===== src/hw/rtl/cnc_pkg.sv =====
`default_nettype none

package cnc_pkg;

   localparam int POS_W      = 24;
   localparam int MAG_W      = 24;
   localparam int LEN_W      = 23;
   localparam int CUT_W      = 50;
   localparam int SQ_W       = 48;
   localparam int CNT_W      = 11;
   localparam int LBL_W      = 3;
   localparam int OFS_W      = 16;
   localparam int ID_W       = 32;
   localparam int STS_W      = 2;
   localparam int REQ_W      = 2;
   localparam int CSR_IDX_W  = 3;
   localparam int CSR_DATA_W = 50;
   localparam int NUM_AXES   = 3;
   localparam int NUM_LABELS = 5;
   localparam int DIV_STEPS  = MAG_W;

   localparam logic [CNT_W-1:0] COUNT_MAX        = 11'h7FF;
   localparam logic [LBL_W-1:0] LAST_EXACT_LABEL = 3'd3;
   localparam logic [LBL_W-1:0] OVERFLOW_LABEL   = 3'd4;
   localparam logic [OFS_W-1:0] OFFSET_MAX       = 16'hFFFF;

   typedef enum logic [REQ_W-1:0] {
      REQ_CLEAR = 2'd0,
      REQ_LOAD  = 2'd1,
      REQ_QUERY = 2'd2
   } req_code_type;

   typedef enum logic [STS_W-1:0] {
      STS_OK          = 2'd0,
      STS_CUTOFF_ZERO = 2'd1,
      STS_LEN_ZERO    = 2'd2
   } status_type;

   typedef enum logic [CSR_IDX_W-1:0] {
      CSR_CUTOFF = 3'd0,
      CSR_MASK   = 3'd1,
      CSR_LEN_X  = 3'd2,
      CSR_LEN_Y  = 3'd3,
      CSR_LEN_Z  = 3'd4
   } csr_index_type;

   typedef enum logic [1:0] {
      ST_IDLE,
      ST_SCAN,
      ST_DRAIN,
      ST_RESP
   } state_type;

   typedef struct packed {
      logic [CUT_W-1:0]                 cutoff;
      logic [NUM_AXES-1:0]              mask;
      logic [NUM_AXES-1:0][LEN_W-1:0]   len;
   } cfg_type;

   typedef struct packed {
      logic                             vld;
      logic [NUM_AXES-1:0][LEN_W-1:0]   rem;
      logic [NUM_AXES-1:0][MAG_W-1:0]   num;
      logic [NUM_AXES-1:0][MAG_W-1:0]   quo;
      logic [NUM_AXES-1:0][MAG_W-1:0]   mag;
   } div_stage_type;

   typedef struct packed {
      logic busy;
      logic hit_vld;
      logic hit;
   } dist_status_type;

endpackage

`default_nettype wire


===== src/hw/rtl/cnc_dist.sv =====
`default_nettype none

// round-to-nearest-even fold, squares, sum and cutoff compare
module cnc_dist (
   input  wire logic                   clock,
   input  wire logic                   reset,
   input  wire cnc_pkg::cfg_type       cfg,
   input  wire cnc_pkg::div_stage_type last_stage,
   output      cnc_pkg::dist_status_type dist_status
);
   import cnc_pkg::*;

   logic                            a_vld_ff;
   logic [NUM_AXES-1:0][MAG_W-1:0]  abs_ff;
   logic [NUM_AXES-1:0][MAG_W-1:0]  abs_in;
   logic                            b_vld_ff;
   logic [NUM_AXES-1:0][SQ_W-1:0]   sq_ff;
   logic                            c_vld_ff;
   logic                            hit_ff;
   logic [CUT_W-1:0]                sum;

   always_comb begin
      logic [MAG_W-1:0] twice;
      logic [MAG_W-1:0] len_ext;
      logic             up;
      for (int a = 0; a < NUM_AXES; a++) begin
         twice   = {last_stage.rem[a], 1'b0};
         len_ext = MAG_W'(cfg.len[a]);
         up      = (twice > len_ext) || ((twice == len_ext) && last_stage.quo[a][0]);
         if (!cfg.mask[a]) begin
            abs_in[a] = last_stage.mag[a];
         end else if (up) begin
            abs_in[a] = MAG_W'(cfg.len[a] - last_stage.rem[a]);
         end else begin
            abs_in[a] = MAG_W'(last_stage.rem[a]);
         end
      end
   end

   assign sum = CUT_W'(sq_ff[0]) + CUT_W'(sq_ff[1]) + CUT_W'(sq_ff[2]);

   always_ff @(posedge clock) begin
      abs_ff <= abs_in;
      for (int a = 0; a < NUM_AXES; a++) begin
         sq_ff[a] <= abs_ff[a] * abs_ff[a];
      end
      hit_ff <= (sum <= cfg.cutoff);
      if (reset) begin
         a_vld_ff <= 1'b0;
         b_vld_ff <= 1'b0;
         c_vld_ff <= 1'b0;
      end else begin
         a_vld_ff <= last_stage.vld;
         b_vld_ff <= a_vld_ff;
         c_vld_ff <= b_vld_ff;
      end
   end

   assign dist_status.busy    = last_stage.vld | a_vld_ff | b_vld_ff | c_vld_ff;
   assign dist_status.hit_vld = c_vld_ff;
   assign dist_status.hit     = hit_ff;

endmodule

`default_nettype wire


===== config.mk =====
export PLATFORM = sky130hd
export DESIGN_NAME = cnc_dist
export DESIGN_NICKNAME = d
export VERILOG_FILES = /design/src/hw/rtl/cnc_pkg.sv /design/src/hw/rtl/cnc_dist.sv
export SDC_FILE = /design/constraint.sdc
export NUM_CORES = 2
export LEC_CHECK = 0
export ABC_AREA = 1
export BUFFER_PORTS_ARGS = -buffer_cell sky130_fd_sc_hd__buf_2
export CORE_ASPECT_RATIO = 0.9
export CORE_MARGIN = 5
export CORE_UTILIZATION = 26
export CTS_BUF_LIST = sky130_fd_sc_hd__clkbuf_8
export DETAILED_ROUTE_END_ITERATION = 12
export HOLD_SLACK_MARGIN = 0.08
export PLACE_DENSITY = 0.47
export SYNTH_ARGS = -nofsm -noshare
export SYNTH_HDL_FRONTEND = slang
export SYNTH_SLANG_ARGS = --single-unit

===== constraint.sdc =====
create_clock -name clock -period 9.7 [get_ports clock]
set_clock_uncertainty 0.15 [all_clocks]
set_input_delay 0.485 -clock clock [delete_from_list [all_inputs] [get_ports clock]]
set_output_delay 0.485 -clock clock [all_outputs]
set_load 0.1 [all_outputs]

==> flow_summary.toml <==
[clock_network]
cts_root_buf = "clkbuf_8"
postCtsSetupBuffers = 0
clkTransAtPathRegs_ps = 60
cts_buffers = 41
cts_resized = 0
h-tree-depth = 2
cts.sinks = 217
cts_hold_buf = 140
clock_latency_ps = 710
clk_path_buf_depth = 3
cts_tree = "built"

[layout]
fin_area_mm2 = 0.07764
layout_common_cells = "inv_1 (2754), nand2_1 (2380), fa_1 (1319)"
post-route-util = 0.2907
drive_gt1_frac = 0.04605
area_delta_synth_final_pct = 11.42
final_common_cell = "inv_1"
nets = 12210

[global_routing]
track_usage = 0.1493
antenna_found_initial = 8
grt_max_degree = 28
gr-total-overflow = 0
grt_pass1_wl_um = 334300
grt_pass1_vias = 61530

[placed_design]
io_buffers = 271
place_hpwl_um = 177900
post_dp_cell_area_mm2 = 0.07530
routabilityCongestion = 0.9197

[synthesis]
ys_seq_area_frac = 0.06234
synth_warnings = 0
synth-seq-cells = 217
ys.flop_type = "dfxtp_1"
async_flop_share = 0
synthDistinctLibCells = 48
synth-edff-count = 0
avgSynthCellArea_um2 = 7.436
syn_area_mm2 = 0.06969
syn_inst = 9372

[floorplanning]
die_w_um = 555.7
dieArea_mm2 = 0.2785
coreArea_mm2 = 0.2671
ios = 413
die_y_um = 501.1
start_util = 0.2609
rows = 180

[setup_path]
setup.worst_path.end_class = "flip-flop"
crit_slowest_cell = "dfxtp_1"
worstPathArrival_ps = 7740
criticalPathCategory = "reg -> reg"
crit_fanout = 24
crit_chain = "nand2_1 -> inv_1 -> fa_1 -> fa_1 -> inv_1 -> fa_1 -> fa_1 -> inv_1 -> fa_1 -> fa_1 -> inv_1 -> fa_1 -> inv_1 -> ha_1 -> a21oi_1 -> o21ai_0 -> a21oi_1 -> nor2_1 -> nor2_1 -> nand3_1 -> nand2_1 -> nand2_1"
cpMostUsedCell = "fa_1"
start_kind = "flip-flop"
r2r_start = "abs_ff[71]"
startpoint = "abs_ff[71]"
ff2ff_path_depth = 22
cp.required_ps = 10130
cp_slowest_stage_delay_ps = 1240

[sta]
worst_slew_pin_slew_ps = 1389
hold_viol = 0
max_freq_mhz = 136.8
period_minus_slack_ps = 7308
grt_setup_unrepaired = "no"
slew_headroom = 0.07300
setup-violations-final = 0
drv_slew = 0
fin_tns_setup_ps = 0
post-route-period-util = 0.7534

[drt]
via_per_inst = 4.307
wl_per_cell_um = 15.49
met2WireLength_um = 89350
dr.max_layer_used = "met5"
drtAntennaViolNets = 0
wl_met3_um = 9746
met1_length_um = 103800
dr_total_vias = 57290
drt_iter0_drc = 3394
wirelength_um = 206100
drt_first_pass_iters = 6
drc = 0

[min_path]
hold_start = "cfg[71]"
min_path_type = "in -> reg"
holdPathStages = 3

[run]
drv_cap = 0

[status]
outcome = "finished clean"
==> layer usage <==
metal / GRT usage / up-vias
met5: 0 / -
li1: - / 28030
met1: 0.2244 / 27830
met3: 0.01395 / 166
met2: 0.2347 / 1265
met4: 0.02520 / 4
==> through the flow <==
| stage | hold WS (ps) | instances | setup slack [ps] |
|---|---|---|---|
| 2_1_floorplan | 246.8 | 9373 | 3553 |
| 3_5_place_dp | 269.4 | 13090 | 2524 |
| 6_report | 165.6 | 13300 | 2392 |
| 3_3_place_gp | 260.4 | 13090 | 2444 |
| 4_1_cts | 85.11 | 13300 | 2470 |
| 5_1_grt | 152.1 | 13300 | 2080 |
==> flip-flops by register name, summed over array words and instances (netlist names) <==
| signal | count |
|---|---|
| abs_ff | 72 |
| sq_ff | 141 |
| a_vld_ff | 1 |
| hit_ff | 1 |
| b_vld_ff | 1 |
| c_vld_ff | 1 |
==> logic make-up (layout without fill, tap and decap cells) <==
family	count (synthesis)	in the layout	synth area share
AOI/OAI and AO/OA	607	607	0.04740
xor gates and xnor gates	176	176	0.02212
adders and majority gates	2078	2078	0.5152
buffers and inverters	2930	3308	0.1587
DFF	217	217	0.06234
other	2	4	0.0001078
and+or+nand+nor	3362	3362	0.1941
==> worst max-delay path: cells and delay by family (launching register included) <==
kind                     cells  cell delay [ps]
adder cells (fa/ha/maj)      8             4010
flip-flops                   1             1240
AND/OR/NAND/NOR              6              650
buffers and inverters        5              350
AO/OA/AOI/OAI                3              780
==> final timing paths <==
check / endpoint / slack [ps]
hold reg to reg: c_vld_ff / 270
setup reg to reg: sq_ff[133] / 2390
setup / recovery: sq_ff[133] / 2390
hold / removal: abs_ff[70] / 170
==> final cells by class <==
cell class / instances / area [um2]
inverter: 2753 / 10340
sequential: 217 / 4345
clock inverter: 24 / 275.3
tap: 3549 / 4441
antenna: 1 / 2.502
fill: 29420 / 189500
multi-input combinational: 6226 / 54290
clock buffer: 48 / 660.6
timing repair buffer: 483 / 3298
==> synth_stat cells, types with 4 or more instances <==
cell      instances  area share
a21boi_0          5     0.00054
a21o_1           30      0.0032
a21oi_1         349       0.025
and2_1            8     0.00072
buf_2             9     0.00065
buf_4             6     0.00065
clkbuf_1        159      0.0086
dfxtp_1         217       0.062
fa_1           1319        0.38
ha_1            759        0.14
inv_1          2748        0.15
inv_2             4     0.00022
nand2_1        2380        0.13
nand2_2           5     0.00045
nand3_1         325       0.023
nand3b_1         25      0.0027
nand4_1          75      0.0067
nor2_1          469       0.025
nor2_2            7     0.00063
nor3_1           44      0.0032
nor4_1            5     0.00045
o211ai_1          6     0.00065
o21a_1           29      0.0031
o21ai_0         154       0.011
o21ai_1           5     0.00036
o21ai_2           4     0.00050
o21bai_1         15      0.0016
or2_2             7     0.00063
xnor2_1          76      0.0096
xor2_1          100       0.013
Power is not shown: default switching activity piles up to over one toggle a cycle in this logic, so the estimate is an artifact.
