File: config.mk
export PLATFORM = sky130hd
export DESIGN_NAME = cnc_div_cell
export DESIGN_NICKNAME = d
export VERILOG_FILES = /design/src/hw/rtl/cnc_pkg.sv /design/src/hw/rtl/cnc_div_cell.sv
export SDC_FILE = /design/constraint.sdc
export NUM_CORES = 1
export LEC_CHECK = 0
export BUFFER_PORTS_ARGS = -buffer_cell sky130_fd_sc_hd__buf_2
export CAP_MARGIN = 20
export CORE_AREA = 2 2 271 273
export CTS_CLUSTER_SIZE = 14
export DETAILED_ROUTE_END_ITERATION = 7
export DIE_AREA = 0 0 273 275
export SLEW_MARGIN = 20
export SYNTH_ARGS = -nofsm -noshare
export SYNTH_HDL_FRONTEND = slang
export SYNTH_SLANG_ARGS = --single-unit
File: constraint.sdc
create_clock -name clock -period 5.34 [get_ports clock]
set_input_delay 1.335 -clock clock [delete_from_list [all_inputs] [get_ports clock]]
set_output_delay 1.335 -clock clock [all_outputs]
set_load 0.005 [all_outputs]
File: src/hw/rtl/cnc_pkg.sv
`default_nettype none

package cnc_pkg;

   localparam int POS_W      = 24;
   localparam int MAG_W      = 24;
   localparam int LEN_W      = 23;
   localparam int CUT_W      = 50;
   localparam int SQ_W       = 48;
   localparam int CNT_W      = 11;
   localparam int LBL_W      = 3;
   localparam int OFS_W      = 16;
   localparam int ID_W       = 32;
   localparam int STS_W      = 2;
   localparam int REQ_W      = 2;
   localparam int CSR_IDX_W  = 3;
   localparam int CSR_DATA_W = 50;
   localparam int NUM_AXES   = 3;
   localparam int NUM_LABELS = 5;
   localparam int DIV_STEPS  = MAG_W;

   localparam logic [CNT_W-1:0] COUNT_MAX        = 11'h7FF;
   localparam logic [LBL_W-1:0] LAST_EXACT_LABEL = 3'd3;
   localparam logic [LBL_W-1:0] OVERFLOW_LABEL   = 3'd4;
   localparam logic [OFS_W-1:0] OFFSET_MAX       = 16'hFFFF;

   typedef enum logic [REQ_W-1:0] {
      REQ_CLEAR = 2'd0,
      REQ_LOAD  = 2'd1,
      REQ_QUERY = 2'd2
   } req_code_type;

   typedef enum logic [STS_W-1:0] {
      STS_OK          = 2'd0,
      STS_CUTOFF_ZERO = 2'd1,
      STS_LEN_ZERO    = 2'd2
   } status_type;

   typedef enum logic [CSR_IDX_W-1:0] {
      CSR_CUTOFF = 3'd0,
      CSR_MASK   = 3'd1,
      CSR_LEN_X  = 3'd2,
      CSR_LEN_Y  = 3'd3,
      CSR_LEN_Z  = 3'd4
   } csr_index_type;

   typedef enum logic [1:0] {
      ST_IDLE,
      ST_SCAN,
      ST_DRAIN,
      ST_RESP
   } state_type;

   typedef struct packed {
      logic [CUT_W-1:0]                 cutoff;
      logic [NUM_AXES-1:0]              mask;
      logic [NUM_AXES-1:0][LEN_W-1:0]   len;
   } cfg_type;

   typedef struct packed {
      logic                             vld;
      logic [NUM_AXES-1:0][LEN_W-1:0]   rem;
      logic [NUM_AXES-1:0][MAG_W-1:0]   num;
      logic [NUM_AXES-1:0][MAG_W-1:0]   quo;
      logic [NUM_AXES-1:0][MAG_W-1:0]   mag;
   } div_stage_type;

   typedef struct packed {
      logic busy;
      logic hit_vld;
      logic hit;
   } dist_status_type;

endpackage

`default_nettype wire

File: src/hw/rtl/cnc_div_cell.sv
`default_nettype none

// one restoring step per axis: one quotient bit of |d| / len
module cnc_div_cell (
   input  wire logic                   clock,
   input  wire logic                   reset,
   input  wire cnc_pkg::cfg_type       cfg,
   input  wire cnc_pkg::div_stage_type prev_stage,
   output      cnc_pkg::div_stage_type next_stage
);
   import cnc_pkg::*;

   div_stage_type stage_ff;
   div_stage_type stage_in;

   always_comb begin
      logic [MAG_W-1:0] trial;
      stage_in     = prev_stage;
      stage_in.vld = prev_stage.vld && !reset;
      for (int a = 0; a < NUM_AXES; a++) begin
         trial = {prev_stage.rem[a], prev_stage.num[a][MAG_W-1]};
         if (trial >= MAG_W'(cfg.len[a])) begin
            stage_in.rem[a] = LEN_W'(trial - MAG_W'(cfg.len[a]));
            stage_in.quo[a] = {prev_stage.quo[a][MAG_W-2:0], 1'b1};
         end else begin
            stage_in.rem[a] = trial[LEN_W-1:0];
            stage_in.quo[a] = {prev_stage.quo[a][MAG_W-2:0], 1'b0};
         end
         stage_in.num[a] = {prev_stage.num[a][MAG_W-2:0], 1'b0};
      end
   end

   always_ff @(posedge clock) begin
      stage_ff <= stage_in;
   end

   assign next_stage = stage_ff;

endmodule

`default_nettype wire

==> summary.md, run 1 <==
| Metric | Value |
|---|---|
| HPWL after DPL | 35,400 um |
| Max Clock Freq | 270 MHz |
| Global-route wire length before repair | 57,500 um |
| CP max stage delay | 0.40 ns |
| Min Tclk post-route | 3.71 ns |
| Fillers | 7,959 |
| Maximum vdd drop | 0.252 mV |
| Starting Density | 14.5% |
| Critical-path top delay cell | fa_1 |
| HP Class | input port to flop |
| WL met3 | 5360 um |
| PD cells | 370 mW/mm^2 |
| CTS root buf | clkbuf_16 |
| Count of state elements after synthesis | 283 |
| CTS tree | done |
| Slew Limit Fails | 0 |
| Met1 WL | 15,200 um |
| Seq/Total Area, Yosys | 53.9% |
| CTS buffer count | 37 |
| Core area | 0.0723 sq mm |
| Ys flop type | dfxtp_1 |
| Pin slew with the least headroom to its limit | 0.706 ns |
| Top Ports | 696 |
| Met2 wire length | 20,200 um |
| Final cell count without fillers | 2,624 |
| Dpl cells | 2,552 |
| Critical path type | input port to flop |
| Die Ht | 275 um |
| Share of layout cells above drive strength 1 | 46.1% |
| Global Route Usage Sum | 10.4% |
| Hold-fix buffers, CTS | 0 |
| PortBufs | 636 |
| Row count | 99 |
| Max Fanout on Critical Path | 25 |
| Drt wl/cell | 16.1 um |
| H-tree depth | 2 |
| GR Overflow Total | 0 |
| Clock sinks | 283 |
| DIE WIDTH | 273 um |
| DRC | 0 |
| Die ar. | 0.0751 sq mm |
| Fin. Hold Viols | 0 |
| Crit path capture | next_stage[272]$_DFF_P_ |
| Vias | 9,506 |
| Count leader, synth | dfxtp_1 |
| RSZ-0062 raised after global routing | no |
| First-pass DRT Iterations | 5 |
| Critical path endpoint category | flop |
| Vias in the first global route | 9,463 |
| Number of flip-flops under the largest register name | 283 |
| Post_cts resized | 0 |
| Leading area contributor after synthesis | dfxtp_1 |
| Number of max-cap violations | 0 |
| Post-CTS Setup Bufs | 0 |
| Yosys cell types | 71 |
| Crit path launch type | input port |
| WP data arrival | 4.14 ns |
| RD Place Congestion | 0.828 |
| Yosys warning count | 0 |
| Post-synth ARST share | 0% |
| Critical Path Source | prev_stage[215] |
| Syn_area_per_cell | 10.8 sq um |
| Clock Tree Buf Depth | 3 |
| DRT antenna net count | 0 |
| Top cells by count, synth | 283 x dfxtp_1, 92 x inv_1, 78 x a21oi_1 |
| Synth Instances | 972 |
| WP data required | 5.77 ns |
| Initial antenna violation count | 40 |
| Highest Signal Layer | met5 |
| Area growth, synth to finish | 52.8% |
| DR vias/cell | 3.62 |
| Pin count of the biggest net entering global routing | 26 |
| Headroom to the max-slew limit | 52.4% |
| CTS clk-pin slew, worst paths | 0.06 ns |
| Fin crit share | 69.5% |
| Final setup fails | 0 |
| Detailed Route WL | 42,300 um |
| Static leakage | 7.87 nW |
| Largest cells by area after synthesis | dfxtp_1 54%, ha_1 8.2%, a21oi_1 3.7%, inv_1 3.3%, mux2_2 3.2% |
| Layout Nets | 2,114 |
| Number of enable flip-flop cells after synthesis | 0 |
| Setup TNS | 0 ns |
| Synth top area share | 53.9% |
| DRT iter0 DRCs | 303 |
| Cell Area, Synth | 0.0105 sq mm |
| Worst-path cell chain | buf_2 > inv_1 > ha_1 > fa_1 > nor2b_1 > o31a_1 > o21a_1 > o211ai_1 > a211o_1 > o21ai_4 > buf_4 > mux2_2 |
| Status | finished clean |
area by class of cell:
cell class / instances / area [sq um] / share of cell area [%]
timing repair buffer: 640 / 3210 / 20.0
clock inverter: 17 / 184 / 1.15
multi-input combinational: 578 / 4380 / 27.3
antenna: 7 / 17.5 / 0.109
clock buffer: 48 / 1040 / 6.48
tap: 959 / 1200 / 7.48
inverter: 92 / 345 / 2.15
sequential: 283 / 5670 / 35.3
worst min path at each step:
stage | cells past startpoint | endpoint | start
final | 1 | next_stage[47]$_DFF_P_ | prev_stage[47]
after global placement | 1 | next_stage[38]$_DFF_P_ | prev_stage[38]
after detailed placement | 1 | next_stage[58]$_DFF_P_ | prev_stage[58]
after floorplan | 0 | next_stage[0]$_DFF_P_ | prev_stage[0]
after global routing | 1 | next_stage[136]$_DFF_P_ | prev_stage[135]
after CTS | 1 | next_stage[112]$_DFF_P_ | prev_stage[111]
critical path, delay by kind of cell:
kind                     cells  cell delay [ns]
multiplexers                 1             0.37
buffers and inverters        3             0.48
AO/OA/AOI/OAI                5             1.16
adder cells (fa/ha/maj)      2             0.60
AND/OR/NAND/NOR              1             0.18
logic make-up after synthesis:
kind of cell,synth area share [%]
AO/OA/AOI/OAI,13.5
AND/OR/NAND/NOR,8.67
flip-flops,53.9
multiplexers,6.12
buffers and inverters,4.49
adder cells (fa/ha/maj),8.79
other,0.0357
XOR/XNOR,4.42
report_power, final:
| part | switching, mW | internal, mW |
|---|---|---|
| Clock | 0.998 | 1.52 |
| Combinational | 0.532 | 0.514 |
| Sequential | 0.0591 | 2.31 |
cell usage in the layout, fill, tap and decap left out, drive strengths merged, types with 20 or more instances in the layout:
| master | n |
|---|---|
| buf | 640 |
| o21ai | 34 |
| clkbuf | 48 |
| a21o | 25 |
| a21oi | 81 |
| nor2 | 68 |
| ha | 69 |
| xor2 | 20 |
| xnor2 | 33 |
| nand2 | 31 |
| inv | 96 |
| mux2 | 45 |
| dfxtp | 283 |
per-stage QoR:
step	utilization, %	total power, mW	area (sq um)	worst slack, ns	hold WS, ns
after global routing	22.2	6.26	16000	1.40	0.839
after detailed placement	20.5	3.48	14800	1.03	1.44
after global placement	20.5	3.48	14800	1.04	1.44
after CTS	22.2	6.10	16000	1.63	0.829
final	22.2	5.94	16000	1.63	0.881
after floorplan	-	2.96	10500	1.58	1.36
routing by layer:
metal  up-vias  track usage, %
li1       4675               -
met1      4221            10.7
met2       472            18.3
met3       108            5.32
met4        30            3.44
met5         -               0
Note: power is estimated with default switching activity, not from simulation.
==> inputs of run 2 (changes only) <==
--- a/config.mk
+++ b/config.mk
@@ -7,10 +7,10 @@
 export LEC_CHECK = 0
 export BUFFER_PORTS_ARGS = -buffer_cell sky130_fd_sc_hd__buf_2
 export CAP_MARGIN = 20
-export CORE_AREA = 2 2 271 273
+export CORE_AREA = 2 2 270 272
 export CTS_CLUSTER_SIZE = 14
 export DETAILED_ROUTE_END_ITERATION = 7
-export DIE_AREA = 0 0 273 275
+export DIE_AREA = 0 0 272 274
 export SLEW_MARGIN = 20
 export SYNTH_ARGS = -nofsm -noshare
 export SYNTH_HDL_FRONTEND = slang
==> constraint.sdc (replaced) <==
create_clock -name clock -period 3.32 [get_ports clock]
set_input_delay 0.83 -clock clock [delete_from_list [all_inputs] [get_ports clock]]
set_output_delay 0.83 -clock clock [all_outputs]
set_load 0.005 [all_outputs]
==> run 2 against run 1 <==
Die area shrank 0.73%. Utilization is 1.1 points higher. Total power grew 62%. Count of clock-buffer cells in the layout down 6. Critical path depth did not move. Clock power rose by 57%.
==> summary.md, run 2 (synthesized netlist as in run 1, its figures left out) <==
| Metric | Value |
|---|---|
| Status | finished clean |
| Critical path type | input port to flop |
| Maximum vdd drop | 0.363 mV |
| Min Tclk post-route | 3.14 ns |
| Pin count of the biggest net entering global routing | 23 |
| Global-route wire length before repair | 58,700 um |
| Worst path bufs/invs | 2 |
| Initial antenna violation count | 16 |
| Detailed Route WL | 42,000 um |
| Die Ht | 274 um |
| Die ar. | 0.0745 sq mm |
| CTS clk-pin slew, worst paths | 0.06 ns |
| RSZ-0062 raised after global routing | no |
| Internal power | 7.05 mW |
| Critical path endpoint category | flop |
| Max Fanout on Critical Path | 22 |
| Crit path launch type | input port |
| GR Overflow Total | 0 |
| PD cells | 575 mW/mm^2 |
| Critical-path top delay cell | nor2_4 |
| Pin slew with the least headroom to its limit | 0.923 ns |
| Worst-path cell chain | buf_2 > inv_1 > ha_1 > fa_1 > and2b_1 > o21ai_2 > o221ai_2 > and2_2 > o21ai_2 > a2111oi_4 > nor2_4 > mux2_2 |
| WP data arrival | 3.56 ns |
| First-pass DRT Iterations | 5 |
| CTS root buf | clkbuf_16 |
| Number of max-cap violations | 0 |
| Static leakage | 8.35 nW |
| Row count | 99 |
| Number of flip-flops under the largest register name | 283 |
| WP data required | 3.74 ns |
| CP max stage delay | 0.71 ns |
| Final Power | 9.65 mW |
| Share of layout cells above drive strength 1 | 49.3% |
| Top delay family on crit path | simple AND/OR/NAND/NOR gates |
| DRC | 0 |
| Seq pwr share | 39.7% |
| Slew Limit Fails | 0 |
| DRT antenna net count | 0 |
| Dpl cell area | 0.0156 sq mm |
| DR vias/cell | 3.62 |
| Area growth, synth to finish | 59.7% |
| Clock power share | 40.9% |
| RD Place Congestion | 0.863 |
| Fillers | 7,874 |
| Headroom to the max-slew limit | 38.3% |
| Top Ports | 696 |
| Post-CTS Setup Bufs | 0 |
| Vias | 9,841 |
| Drt wl/cell | 15.5 um |
| Final setup fails | 0 |
| Post_cts resized | 0 |
| DRT iter0 DRCs | 350 |
| Register area | 0.00567 sq mm |
| Clock Tree Buf Depth | 3 |
| Combinational share of power | 19.4% |
| Starting Density | 14.6% |
| Core area | 0.0720 sq mm |
| Layout Nets | 2,210 |
| Fin crit share | 94.7% |
| HPWL after DPL | 35,500 um |
| CTS buffer count | 34 |
| Max Clock Freq | 318 MHz |
| Switching power | 2.59 mW |
| H-tree depth | 2 |
| Global Route Usage Sum | 10.5% |
| HP Class | input port to flop |
| Fin. Hold Viols | 0 |
| Most used cell, CP | o21ai_2 |
| Vias in the first global route | 9,775 |
| PortBufs | 636 |
| DIE WIDTH | 272 um |
| Hold-fix buffers, CTS | 0 |
| Post-route cell area | 0.0168 sq mm |
| Commonest non-fill, non-tap cells in the layout | 636 x buf_2, 283 x dfxtp_1, 101 x buf_4 |
| Clock sinks | 283 |
| Most common cell after layout, fill and taps aside | buf_2 |
| CTS tree | done |
| Multi-input logic area | 0.00438 sq mm |
| Net Sw Frac | 26.9% |
[run 2: cell types whose count changed in the layout (fill, tap and decap cells not counted), sizes merged]
cell    delta
bufinv     +1
clkinv     +5
diode      -4
buf       +99
inv        -3
clkbuf     -6
[run 2: power groups by stage]
stage	logic, mW	registers (mW)	clock network [mW]
finish	1.87	3.83	3.95
global route	2.06	3.86	4.25
CTS	1.89	3.84	4.14
detailed placement	1.88	3.91	0
global placement	1.87	3.91	0
floorplan	0.842	3.92	0
[run 2: cell type report]
type | instances | area share [%]
antenna | 3 | 0.0447
clock buffer | 42 | 5.67
clock inverter | 20 | 1.47
inverter | 92 | 2.06
multi-input combinational | 578 | 26.1
sequential | 283 | 33.8
tap | 959 | 7.15
timing repair buffer | 739 | 23.7
[run 2: worst paths after layout]
| path | from | to | cells past startpoint |
|---|---|---|---|
| worst min-delay path | prev_stage[44] | next_stage[44]$_DFF_P_ | 1 |
| worst max-delay path | prev_stage[191] | next_stage[242]$_DFF_P_ | 12 |
[run 2: stage by stage]
stage / hold slack, ns / utilization [%] / std cells / setup TNS, ns / setup slack, ns
finish: 0.386 / 23.3 / 2716 / 0 / 0.176
global route: 0.343 / 23.3 / 2713 / 0 / 0.00556
CTS: 0.334 / 23.3 / 2713 / 0 / 0.195
detailed placement: 0.934 / 21.6 / 2651 / -8.90 / -0.398
global placement: 0.932 / 21.6 / 2651 / -7.27 / -0.327
floorplan: 0.858 / - / 974 / 0 / 0.0684
[run 2: per-layer routing]
metal  GRT usage (%)  up-vias  part of all wire [%]
li1                -     4856                     -
met1            13.0     4443                    42
met2            16.6      457                    45
met3            3.74       75                   9.6
met4            4.32       10                   3.7
met5               0        -                  0.15
==> inputs of run 3 (changes only) <==
--- a/config.mk
+++ b/config.mk
@@ -5,12 +5,13 @@
 export SDC_FILE = /design/constraint.sdc
 export NUM_CORES = 1
 export LEC_CHECK = 0
+export ABC_AREA = 1
 export BUFFER_PORTS_ARGS = -buffer_cell sky130_fd_sc_hd__buf_2
 export CAP_MARGIN = 20
-export CORE_AREA = 2 2 270 272
+export CORE_AREA = 2 2 275 277
 export CTS_CLUSTER_SIZE = 14
 export DETAILED_ROUTE_END_ITERATION = 7
-export DIE_AREA = 0 0 272 274
+export DIE_AREA = 0 0 277 279
 export SLEW_MARGIN = 20
 export SYNTH_ARGS = -nofsm -noshare
 export SYNTH_HDL_FRONTEND = slang
==> run 3 against run 2 <==
Die area grew 3.7%. Utilization increased by 0.49 points. Global-route usage up 1.7 points. Total power shrank 1.7%. Synthesized cell count rose by 67%. Final cell count up 21%. First-iteration DRC count grew 55%. Critical endpoint is now next_stage[265]$_DFF_P_. Largest cell class unchanged. Highest routed layer unchanged.
==> summary.md, run 3 <==
| Metric | Value |
|---|---|
| Vias in the first global route | 11,600 |
| Crit path launch type | input port |
| Pin count of the biggest net entering global routing | 24 |
| Synth Instances | 1,628 |
| Worst-path cell chain | buf_2 > inv_1 > ha_1 > fa_1 > inv_1 > nand2_1 > nand2_1 > nand3_1 > nand2_1 > nand2_2 > nand4_4 > buf_4 > nand2_1 > o21ai_1 |
| Max Clock Freq | 417 MHz |
| WP data required | 3.78 ns |
| H-tree depth | 2 |
| Drt wl/cell | 15.0 um |
| Critical path endpoint category | flop |
| Final setup fails | 0 |
| Final cell count without fillers | 3,293 |
| Setup TNS | 0 ns |
| Syn_area_per_cell | 7.44 sq um |
| Final Power | 9.48 mW |
| PD cells | 538 mW/mm^2 |
| DR vias/cell | 3.70 |
| Status | finished clean |
| CTS clk-pin slew, worst paths | 0.06 ns |
| Global Route Usage Sum | 12.2% |
| Area growth, synth to finish | 45.6% |
| Initial antenna violation count | 28 |
| Headroom to the max-slew limit | 63.2% |
| Cell Area, Synth | 0.0121 sq mm |
| Pre-CTS WS | 0.396 ns |
| Critical-path top delay cell | fa_1 |
| Share of layout cells above drive strength 1 | 31.1% |
| Worst path bufs/invs | 4 |
| RD Place Congestion | 0.887 |
| GR Overflow Total | 0 |
| WP data arrival | 2.86 ns |
| HPWL after DPL | 42,000 um |
| Starting Density | 16.3% |
| Dpl cells | 3,228 |
| Met2 Track Usage GR | 19.4% |
| Leading area contributor after synthesis | dfxtp_1 |
| Post-layout util | 23.8% |
| DIE WIDTH | 277 um |
| Most used cell, CP | nand2_1 |
| RSZ-0062 raised after global routing | no |
| Critical path type | input port to flop |
| Post-CTS Setup Bufs | 0 |
| CTS root buf | clkbuf_16 |
| DRC | 0 |
| Pin slew with the least headroom to its limit | 0.547 ns |
| Synth top area share | 46.8% |
| First-pass DRT Iterations | 5 |
| Static leakage | 9.94 nW |
| Post-synth ARST share | 0% |
| Most common cell after layout, fill and taps aside | buf_2 |
| DRT antenna net count | 0 |
| Top delay family on crit path | simple AND/OR/NAND/NOR gates |
| Fin. Hold Viols | 0 |
| Fillers | 8,231 |
| Slew Limit Fails | 0 |
| PortBufs | 636 |
| Count leader, synth | nand2_1 |
| Hold-fix buffers, CTS | 0 |
| Clock Tree Buf Depth | 3 |
| Die Ht | 279 um |
| Die ar. | 0.0773 sq mm |
| Detailed Route WL | 49,500 um |
| Fin crit share | 72.2% |
| Number of max-cap violations | 0 |
| Max Fanout on Critical Path | 16 |
| Number of flip-flops under the largest register name | 283 |
| Global-route wire length before repair | 70,800 um |
| Min Tclk post-route | 2.40 ns |
| HP Class | input port to flop |
| Final WS setup | 0.925 ns |
| CTS tree | done |
| Row count | 100 |
| Vias | 12,200 |
| Met1 usage | 15.5% |
| Commonest non-fill, non-tap cells in the layout | 636 x buf_2, 536 x nand2_1, 345 x inv_1 |
| Core area | 0.0741 sq mm |
| Gr busiest metal | met2 |
| Top Ports | 696 |
| Number of enable flip-flop cells after synthesis | 0 |
| Yosys warning count | 0 |
| Count of state elements after synthesis | 283 |
| Clock sinks | 283 |
| Top cells by count, synth | 536 x nand2_1, 345 x inv_1, 283 x dfxtp_1 |
| CTS buffer count | 35 |
| Post_cts resized | 0 |
| CP max stage delay | 0.44 ns |
| Maximum vdd drop | 0.233 mV |
| Yosys cell types | 29 |
| Largest cells by area after synthesis | dfxtp_1 47%, nand2_1 17%, inv_1 11%, ha_1 7.1%, nand3_1 3.6% |
| Layout Nets | 2,778 |
| Seq/Total Area, Yosys | 46.8% |
| GR Util met3 | 3.82% |
| Ys flop type | dfxtp_1 |
| DRT iter0 DRCs | 544 |
==> run 3: worst paths after layout <==
check,startpoint,endpoint,depth (start not counted)
max,prev_stage[215],next_stage[265]$_DFF_P_,14
min,prev_stage[136],next_stage[137]$_DFF_P_,1
==> run 3: final cells by class <==
| class | instances | area [sq um] | share of cell area, % |
|---|---|---|---|
| diodes | 5 | 12.5 | 0.0710 |
| flip-flops and latches | 283 | 5670 | 32.1 |
| multi-input cells | 981 | 4990 | 28.3 |
| repair buffers | 650 | 3310 | 18.8 |
| clock inverters | 19 | 243 | 1.38 |
| inverters | 345 | 1290 | 7.35 |
| well taps | 969 | 1210 | 6.88 |
| clock buffers | 41 | 898 | 5.10 |
==> run 3: cell families (layout without fill, tap and decap cells) <==
kind of cell | count (synthesis) | count (layout) | share of synthesized area [%]
adders and majority gates | 72 | 72 | 7.63
and+or+nand+nor | 809 | 809 | 28.6
xor gates and xnor gates | 27 | 27 | 1.95
buffers and inverters | 366 | 1055 | 12.0
AOI/OAI and AO/OA | 70 | 70 | 2.91
other | 1 | 8 | 0.0310
DFF | 283 | 283 | 46.8
==> run 3: per-layer routing <==
layer	share of wire [%]	wire (um)
met5	0.31	151
met4	3.4	1660
met3	7.7	3820
met2	44	21800
met1	44	22000
==> run 3: report_power, final <==
part | leakage (nW) | internal (mW) | switching (mW)
clock network | 0.554 | 2.34 | 1.54
registers | 2.39 | 3.70 | 0.115
logic | 7.00 | 0.742 | 1.04
==> run 3: stage by stage <==
step,hold slack (ns),instance area (sq um)
detailed placement,0.934,16500
CTS,0.340,17600
floorplan,0.858,12100
global placement,0.932,16500
global route,0.349,17600
finish,0.392,17600
